File: src/hkm_pkg.sv
// ----------------------------------------------------------------------------
// hkm_pkg
// Types, codes and the entry ordering shared by the merge engine and its cells.
// ----------------------------------------------------------------------------
package hkm_pkg;

	localparam int HEAP_DEPTH   = 64;
	localparam int COLUMN_WIDTH = 16;
	localparam int VALUE_WIDTH  = 32;
	localparam int ROW_WIDTH    = 6;
	localparam int COUNT_WIDTH  = $clog2(HEAP_DEPTH + 1);

	localparam logic [1:0] CMD_LOAD    = 2'd0;
	localparam logic [1:0] CMD_REPLACE = 2'd1;
	localparam logic [1:0] CMD_REMOVE  = 2'd2;
	localparam logic [1:0] CMD_NOP     = 2'd3;

	localparam logic [1:0] FAULT_NONE  = 2'd0;
	localparam logic [1:0] FAULT_FULL  = 2'd1;
	localparam logic [1:0] FAULT_EMPTY = 2'd2;

	typedef enum logic [1:0] {
		OP_HOLD,
		OP_INSERT,
		OP_SHIFT_INSERT,
		OP_SHIFT
	} cell_op_t;

	typedef struct packed {
		logic signed [VALUE_WIDTH-1:0]  value;
		logic        [ROW_WIDTH-1:0]    row;
		logic        [COLUMN_WIDTH-1:0] column;
	} entry_t;

	typedef struct packed {
		cell_op_t op;
		entry_t   item;
	} cell_ctrl_t;

	typedef struct packed {
		logic        [1:0]              command;
		logic signed [VALUE_WIDTH-1:0]  value;
		logic        [ROW_WIDTH-1:0]    row;
		logic        [COLUMN_WIDTH-1:0] column;
	} cmd_word_t;

	typedef struct packed {
		logic                           popped_valid;
		logic signed [VALUE_WIDTH-1:0]  popped_value;
		logic        [ROW_WIDTH-1:0]    popped_row;
		logic        [COLUMN_WIDTH-1:0] popped_column;
		logic                           top_valid;
		logic signed [VALUE_WIDTH-1:0]  top_value;
		logic        [ROW_WIDTH-1:0]    top_row;
		logic        [COLUMN_WIDTH-1:0] top_column;
		logic        [COUNT_WIDTH-1:0]  entry_count;
		logic        [1:0]              fault;
	} res_word_t;

	// True when entry a must sit above entry b: greater value, then lower row,
	// then lower column.
	function automatic logic outranks(entry_t a, entry_t b);
		logic result;
		if (a.value != b.value) begin
			result = (a.value > b.value);
		end else if (a.row != b.row) begin
			result = (a.row < b.row);
		end else begin
			result = (a.column < b.column);
		end
		return result;
	endfunction

endpackage

File: src/hkm_cell.sv
// ----------------------------------------------------------------------------
// hkm_cell
// One slot of the sorted entry row: holds an entry and, on each command,
// keeps it, takes a neighbour's entry or takes the broadcast item.
// ----------------------------------------------------------------------------
module hkm_cell (
	input  logic              clk,
	input  hkm_pkg::cell_ctrl_t ctrl,
	input  hkm_pkg::entry_t   left_entry,
	input  hkm_pkg::entry_t   right_entry,
	input  logic              left_gt,
	input  logic              base_valid,
	output hkm_pkg::entry_t   entry,
	output logic              gt
);

	hkm_pkg::entry_t entry_q;
	hkm_pkg::entry_t entry_next;
	hkm_pkg::entry_t base_cur;
	hkm_pkg::entry_t base_prev;
	logic            shifted;

	always_comb begin
		shifted   = (ctrl.op == hkm_pkg::OP_SHIFT_INSERT);
		base_cur  = shifted ? right_entry : entry_q;
		base_prev = shifted ? entry_q : left_entry;
		gt        = !base_valid || hkm_pkg::outranks(ctrl.item, base_cur);
	end

	always_comb begin
		case (ctrl.op) inside
			hkm_pkg::OP_INSERT, hkm_pkg::OP_SHIFT_INSERT: begin
				if (gt) begin
					entry_next = left_gt ? base_prev : ctrl.item;
				end else begin
					entry_next = base_cur;
				end
			end
			hkm_pkg::OP_SHIFT: begin
				entry_next = right_entry;
			end
			default: begin
				entry_next = entry_q;
			end
		endcase
	end

	always_ff @(posedge clk) begin
		entry_q <= entry_next;
	end

	assign entry = entry_q;

endmodule
File: config.mk
export PLATFORM = sky130hd
export DESIGN_NAME = hkm_cell
export DESIGN_NICKNAME = d
export VERILOG_FILES = /design/src/hkm_pkg.sv /design/src/hkm_cell.sv
export SDC_FILE = /design/constraint.sdc
export NUM_CORES = 1
export LEC_CHECK = 0
export ABC_AREA = 0
export ABC_CLOCK_PERIOD_IN_PS = 18470
export BUFFER_PORTS_ARGS = -buffer_cell sky130_fd_sc_hd__clkbuf_2
export CORE_MARGIN = 2
export CORE_UTILIZATION = 35
export CTS_BUF_LIST = sky130_fd_sc_hd__clkbuf_16
export DETAILED_ROUTE_END_ITERATION = 16
export HOLD_SLACK_MARGIN = 0.03
export PLACE_DENSITY_LB_ADDON = 0.25
export SETUP_SLACK_MARGIN = 0.2
export SYNTH_ARGS = -nofsm -noshare
export SYNTH_HDL_FRONTEND = slang
export SYNTH_SLANG_ARGS = --single-unit
File: constraint.sdc
create_clock -name clk -period 18.47 [get_ports clk]
set_input_delay 3.694 -clock clk [delete_from_list [all_inputs] [get_ports clk]]
set_output_delay 3.694 -clock clk [all_outputs]
set_load 0.005 [all_outputs]
Yosys cells after proc, flatten, opt, wreduce, memory -nomap -nowiden. Index checks and enable logic that the tools add are counted.

Reduce and logical (&&, ||, !) cells: 5. Magnitude comparators: 3. Mux-type cells: 8. Eq/ne operators: 6.

Operator list (count): 54-bit 2-to-1 mux (6); 32-bit greater-than comparator (1); 32-bit inequality test (1); 16-bit < comparator (1); 6-bit < comparator (1); 6-bit inequality test (1); 2-bit equality test, second input constant (2); 4-bit inequality test, second input constant (1); 2-bit by 1-bit equality test with 1-bit output, second input constant (1); 1-bit 2-to-1 mux (2); 2-bit AND reduction (1); 2-bit nonzero test (1); 2-bit OR reduction (1); 1-bit logical NOT (1); 1-bit logical OR (1).

Word-level logic and storage cells: 25. Register bits after elaboration: 54.

Logic depth before layout (Yosys ltp). Gate-level depths: netlist of run 1.

Depth after elaboration: 8. Gate-level depth with buffers: 16. Mapped depth without buffers: 12.

Worst setup path before layout of run 1. No wires, ideal clock.

Path kind: input -> output. Start point: in ctrl[54] (netlist bit). End point: out gt. Arrival: 6.695 ns. Setup slack: 8.081 ns. Path buffers: 4. Data required time: 14.776 ns. Stages on the path: 14. Path through: inv_1 > ha_1 > clkbuf_1 > clkbuf_1 > mux2i_1 > ha_1 > nand4_1 > or4_1 > nor2_1 > o311ai_1 > o32ai_1 > nor2_4 > buf_6 > buf_6.

Word-level cells in the longest chain between the ends: 6. Elaborated cells between the ends (all ways): 10. Classes of those cells: order compare (3); eq/ne (3); mux (3); reduce/logical (1).

Ends and longest elaborated chain: start: declaration (line hkm_cell.sv:8) `input hkm_pkg::cell_ctrl_t ctrl,`; 2-bit equality test (*) (line hkm_cell.sv:24) `shifted = (ctrl.op == hkm_pkg::OP_SHIFT_INSERT);`; 54-bit 2-to-1 mux (*) (line hkm_cell.sv:25) `base_cur = shifted ? right_entry : entry_q;`; 16-bit < comparator, or another cell as far along (line hkm_pkg.sv:69) `result = (a.column < b.column);`; 1-bit 2-to-1 mux (line hkm_pkg.sv:66) `end else if (a.row != b.row) begin`; 1-bit 2-to-1 mux (*) (line hkm_pkg.sv:64) `if (a.value != b.value) begin`; 1-bit logical OR (*) (line hkm_cell.sv:27) `gt = !base_valid || hkm_pkg::outranks(ctrl.item, base_cur);`; end: declaration (line hkm_cell.sv:14) `output logic gt`.

Every way passes the cells marked *; elsewhere a longest branch is shown, timed or not.

Final worst setup path of run 1. Same ends and word-level chain as after synthesis.

==> results of run 1 <==
[cell usage after synthesis, types with 2 or more instances]
cell type	count
a21o_1	3
mux2_1	2
buf_6	3
mux2i_1	154
nand3_1	4
ha_1	56
a31oi_1	3
nor3_1	4
o21ai_0	14
clkbuf_1	18
buf_4	3
nor4_1	2
nand2_1	18
mux2_2	53
or4_1	2
buf_1	2
nor2b_1	2
nor2_1	8
inv_1	8
edfxtp_1	54
nand4_1	10
a21oi_1	21
o221ai_1	2
[final timing paths]
path | slack (ns) | startpoint | endpoint
hold reg to reg | 0.81 | entry[4] | entry[4]
setup reg to reg | 13.76 | entry[22] | entry[37]
hold / removal | 0.81 | entry[4] | entry[4]
setup / recovery | 6.90 | ctrl[54] | gt
[logic make-up (layout without fill, tap and decap cells)]
kind of cell,count (synthesis),in the layout
muxes,209,209
adders and majority gates,56,56
and+or+nand+nor,56,56
DFF,54,54
AOI/OAI and AO/OA,50,50
buffers and inverters,34,241
[power by group through the flow]
stage               Sequential, W   Clock, W  Combinational (W)
global route             0.000178   0.000106           0.000222
global placement         0.000177          0           0.000196
finish                   0.000175  0.0000983           0.000200
detailed placement       0.000177          0           0.000201
CTS                      0.000175   0.000103           0.000201
floorplan                0.000178          0           0.000128
[per-stage QoR]
stage / total power (W) / instance area (µm²) / std cells / hold WS [ns]
floorplan: 0.000306 / 5230 / 459 / 0.772
global placement: 0.000373 / 6500 / 842 / 0.783
detailed placement: 0.000378 / 6500 / 842 / 0.798
CTS: 0.000479 / 6640 / 850 / 0.818
global route: 0.000505 / 6640 / 850 / 0.847
finish: 0.000473 / 6640 / 850 / 0.807
[final cells by class]
type / count / area, µm²
fill: 1360 / 7950
multi-input combinational: 371 / 3480
sequential: 54 / 1620
timing repair buffer: 225 / 1140
tap: 184 / 230
clock buffer: 5 / 125
inverter: 8 / 30.0
clock inverter: 3 / 16.3
[critical path: cells and delay by family]
family / cells / cell delay (ns)
buffers and inverters: 4 / 1.28
and+or+nand+nor: 4 / 0.86
adders and majority gates: 2 / 1.14
muxes: 1 / 0.44
AOI/OAI and AO/OA: 2 / 0.43
[layer usage]
metal,up-vias,GRT usage [%]
li1,2211,-
met1,2115,23.7
met2,138,32.1
met3,14,4.38
met4,0,4.07
met5,-,0
==> results by group, run 1 <==
Logic synthesis
  • Multiplexer share of the synthesized area: 41.3%
  • Post-Syn Instances: 459
  • Synth warn: 0
  • Adder-cell share of the synthesized area: 13.4%
  • Largest family of logic cells by synthesized area: multiplexers
  • Most used DFF post-synth: edfxtp_1
  • Yosys top cell area share: 31.0%
  • Post-synth ARST share: 0%
  • Mapped Area: 5230 µm²
  • Post-synthesis simple-gate area fraction: 5.62%
  • Synth Area in Compound Gates: 5.62%
  • Post-synthesis sequential area ratio: 31.0%
  • FF+latch count, synth: 54
  • Syn Area/Cell: 11.4 µm²
  • Post-Synth XOR/XNOR Area: 0%
  • Syn Nets: 682
  • Count of flip-flops with a built-in enable after synthesis: 54
  • Synth unique cells: 36
  • Area contributors post-synth: edfxtp_1, mux2i_1, ha_1, mux2_2, a21oi_1
  • Yosys top cell by area: edfxtp_1

Timing
  • Max_slew headroom: 28.2%
  • RSZ-0062 raised after global routing: false
  • Crit share post-route: 62.7%
  • Maximum operating frequency: 86.4 MHz
  • Fin. Hold Viols: 0
  • Clock Skew: 0.0117 ns
  • Final worst setup slack: 6.90 ns
  • Fin Setup TNS: 0 ns
  • Count of final setup violators: 0
  • Max Transition Viols Final: 0
  • Min cycle time layout: 11.57 ns
  • Least-Margin Pin Slew: 1.08 ns

Floorplan
  • Die Width: 126 µm
  • # rows: 44
  • Die footprint: 15900 µm²
  • Area of the core: 14600 µm²
  • Starting Density: 35.9%
  • Ports: 222
  • Die H: 126 µm

CTS
  • TritonCTS Buffers: 5
  • Skew-Pair Late Insertion Delay: 0.31 ns
  • CTS tree: built
  • Setup Fix Bufs, Post-CTS: 0
  • Bufs on Longest Clock Path: 2
  • Clk sinks: 54
  • Post-cts sizing count: 0
  • Htree depth: 2
  • CTS clk-pin slew, worst paths: 0.08 ns
  • Hold_buf cts: 0
  • Clock Tree Root: clkbuf_16

Critical path
  • WP data arrival: 7.88 ns
  • Cell Chain, Critical Path: clkbuf_2 > inv_1 > ha_4 > mux2_2 > ha_1 > nand2_1 > nor4_1 > o21ai_0 > nor4bb_1 > o32ai_1 > nor2_4 > buf_4 > clkbuf_2
  • Slowest cell on crit path: ha_4
  • Cell mode on critical path: clkbuf_2
  • Critical path startpoint category: input pin
  • Worst EP required: 14.78 ns
  • Worst Reg2Reg Path Length in Cells: 11
  • Crit. End Element: output pin
  • CP Max Fanout: 58
  • CP peak stage delay: 0.87 ns
  • Critical path type: input pin to output pin

Run
  • MaxCap Viol Count: 0

Run status
  • Outcome: complete, no violations

Routing
  • Final antenna-violating net count: 0
  • Drt initial violations: 161
  • Routed WL per cell: 17.7 µm
  • # DRC: 0
  • Router iterations before antenna repair: 4
  • Routed wire length: 15100 µm
  • Avg Vias per Cell: 5.27
  • Met2 routed WL: 7090 µm
  • Vias: 4478
  • Met3 WL post-DR: 887 µm
  • WL met1: 6900 µm
  • Highest metal layer with signal wires: met4

Power and ir drop
  • Switching pwr: 0.000161 W
  • Switching Share: 34.0%
  • Seq pwr share: 37.0%
  • Pwr/cell area: 71.2 nW/µm²
  • Max VDD drop: 0.0382 mV
  • Pint: 0.000312 W
  • Clock power frac: 20.8%
  • Comb power frac: 42.2%
  • Leak: 3.37 nW

Final layout
  • Most common cell after layout, fill and taps aside: clkbuf_2
  • Max FFs per register: 54
  • Util after Layout: 45.5%
  • Most frequent cells in the layout: clkbuf_2, mux2i_1, ha_1, edfxtp_1, mux2_2
  • Total Nets Final: 888
  • Antenna diodes: 0
  • Fraction of layout cells with a size suffix above 1: 43.2%
  • Layout area overhead: 26.9%

Min path
  • Hold path depth: 3
  • Worst hold path type: register to register

Place
  • DP HPWL: 11300 µm
  • Setup WS pre-CTS: 6.85 ns
  • Routability cong.: 0.840
  • IO buf count: 221

Global route
  • First-pass GRT wire length: 24000 µm
  • GRT overflow: 0
  • GRT Overall Usage: 18.6%
  • Initial antenna violation count: 0
  • Pin count of the biggest net entering global routing: 60
  • Vias in the first global route: 4804
Note: power is estimated with default switching activity, not from simulation.
==> run 2: changes to the inputs <==
--- a/config.mk
+++ b/config.mk
@@ -6,7 +6,7 @@
 export NUM_CORES = 1
 export LEC_CHECK = 0
 export ABC_AREA = 0
-export ABC_CLOCK_PERIOD_IN_PS = 18470
+export ABC_CLOCK_PERIOD_IN_PS = 11340
 export BUFFER_PORTS_ARGS = -buffer_cell sky130_fd_sc_hd__clkbuf_2
 export CORE_MARGIN = 2
 export CORE_UTILIZATION = 35
==> constraint.sdc (replaced) <==
create_clock -name clk -period 11.34 [get_ports clk]
set_input_delay 2.268 -clock clk [delete_from_list [all_inputs] [get_ports clk]]
set_output_delay 2.268 -clock clk [all_outputs]
set_load 0.005 [all_outputs]
==> run 2 against run 1 <==
Flip-flop and latch count did not move; non-clock buffer count unchanged; largest power group unchanged; clock power rose by 65%; global-route usage is essentially flat; critical path type unchanged; total power increased by 63%; clock skew rose by 0.0015 ns; register-to-register slack worse by 7.1 ns; design area unchanged.
==> results by group, run 2 (synthesis results as in run 1) <==
Final layout
  • Fraction of layout cells with a size suffix above 1: 43.2%
  • Antenna diodes: 0
  • Final cell count without fillers: 850
  • Fillers: 1384
  • Most frequent cells in the layout: clkbuf_2, mux2i_1, ha_1, edfxtp_1, mux2_2
  • Layout area overhead: 26.9%
  • Max FFs per register: 54
  • Util after Layout: 45.5%
  • Total Nets Final: 888
  • Most common cell after layout, fill and taps aside: clkbuf_2

CTS
  • Post-cts sizing count: 0
  • Setup Fix Bufs, Post-CTS: 0
  • Skew-Pair Late Insertion Delay: 0.31 ns
  • TritonCTS Buffers: 5
  • Clk sinks: 54
  • Htree depth: 2
  • Clock Tree Root: clkbuf_16
  • Bufs on Longest Clock Path: 2
  • CTS clk-pin slew, worst paths: 0.08 ns
  • CTS tree: built
  • Hold_buf cts: 0

Power and ir drop
  • Seq pwr share: 37.0%
  • Comb power frac: 42.1%
  • Switching pwr: 0.000263 W
  • Clock power frac: 20.9%
  • Switching Share: 34.1%
  • Pint: 0.000508 W
  • Leak: 3.37 nW
  • Max VDD drop: 0.0577 mV
  • Pwr/cell area: 116 nW/µm²

Floorplan
  • # rows: 44
  • Ports: 222
  • Die H: 126 µm
  • Die Width: 126 µm
  • Die footprint: 15900 µm²
  • Area of the core: 14600 µm²
  • Starting Density: 35.9%

Global route
  • GRT overflow: 0
  • First-pass GRT wire length: 24000 µm
  • Initial antenna violation count: 0
  • Vias in the first global route: 4777
  • GRT Overall Usage: 18.6%
  • Pin count of the biggest net entering global routing: 60

Routing
  • Drt initial violations: 177
  • Router iterations before antenna repair: 4
  • Routed wire length: 15100 µm
  • Vias: 4520
  • Routed WL per cell: 17.8 µm
  • # DRC: 0
  • Final antenna-violating net count: 0
  • Avg Vias per Cell: 5.32

Critical path
  • CP Max Fanout: 58
  • WP data arrival: 6.43 ns
  • CP peak stage delay: 0.85 ns
  • Slowest cell on crit path: ha_4
  • Critical path type: input pin to output pin
  • Crit path launch: ctrl[54]
  • Critical path startpoint category: input pin
  • Worst EP required: 9.07 ns
  • Reg-to-Reg Start: entry[22]
  • Crit. End Element: output pin
  • Cell mode on critical path: clkbuf_2
  • Cell Chain, Critical Path: clkbuf_2 > inv_1 > ha_4 > mux2_2 > ha_1 > nand2_1 > nor4_1 > o21ai_0 > nor4bb_1 > o32ai_1 > nor2_4 > buf_4 > clkbuf_2

Timing
  • Maximum operating frequency: 115 MHz
  • Min cycle time layout: 8.69 ns
  • Count of final setup violators: 0
  • Fin Setup TNS: 0 ns
  • Fin. Hold Viols: 0
  • Clock Skew: 0.0132 ns
  • Crit share post-route: 76.7%
  • RSZ-0062 raised after global routing: false
  • Max Transition Viols Final: 0
  • Max_slew headroom: 28.6%
  • Least-Margin Pin Slew: 1.07 ns

Run status
  • Outcome: complete, no violations

Place
  • Placed insts: 842
  • DP HPWL: 11400 µm
  • Routability cong.: 0.840
  • IO buf count: 221

Min path
  • Worst hold path type: register to register
  • Worst min-delay path startpoint: entry[4]

Run
  • MaxCap Viol Count: 0
-- run 2: cell counts in the layout (fill, tap and decap cells not counted) --
No cell type changed its count.
-- run 2: final cells by class --
type | count | area [µm²] | area share [%]
multi-input combinational | 371 | 3480 | 52.4
timing repair buffer | 225 | 1140 | 17.1
tap | 184 | 230 | 3.47
clock buffer | 5 | 125 | 1.88
sequential | 54 | 1620 | 24.4
clock inverter | 3 | 16.3 | 0.245
inverter | 8 | 30.0 | 0.452
-- run 2: metal layers --
| layer | track usage, % | routed length, µm | part of all wire [%] |
|---|---|---|---|
| met2 | 32.5 | 7150 | 47 |
| met4 | 3.81 | 177 | 1.2 |
| met1 | 23.6 | 6820 | 45 |
| met5 | 0 | 0 | 0 |
| met3 | 4.33 | 942 | 6.2 |
-- run 2: critical path, delay by kind of cell --
kind / cells / cell delay [ns]
AOI/OAI and AO/OA: 2 / 0.41
adders and majority gates: 2 / 1.12
buffers and inverters: 4 / 1.27
muxes: 1 / 0.44
and+or+nand+nor: 4 / 0.85
-- run 2: final timing paths --
path | end | slack, ns | depth (start not counted)
hold reg to reg | entry[4] | 0.81 | 3
setup reg to reg | entry[52] | 6.61 | 11
setup / recovery | gt | 2.65 | 13
hold / removal | entry[4] | 0.81 | 3
-- run 2: per-stage QoR --
stage	worst slack [ns]	hold WS, ns	area, µm²	total power [W]
floorplan	2.80	0.772	5230	0.000498
global placement	2.63	0.783	6500	0.000608
detailed placement	2.56	0.796	6500	0.000616
CTS	2.55	0.816	6640	0.000782
global route	2.33	0.843	6640	0.000822
finish	2.65	0.808	6640	0.000771
-- run 2: power groups by stage --
| stage | Clock (W) | Sequential [W] | Combinational [W] |
|---|---|---|---|
| 2_1_floorplan | 0 | 0.000290 | 0.000208 |
| 5_1_grt | 0.000172 | 0.000290 | 0.000360 |
| 3_5_place_dp | 0 | 0.000289 | 0.000327 |
| 3_3_place_gp | 0 | 0.000288 | 0.000320 |
| 6_report | 0.000162 | 0.000285 | 0.000324 |
| 4_1_cts | 0.000169 | 0.000285 | 0.000328 |
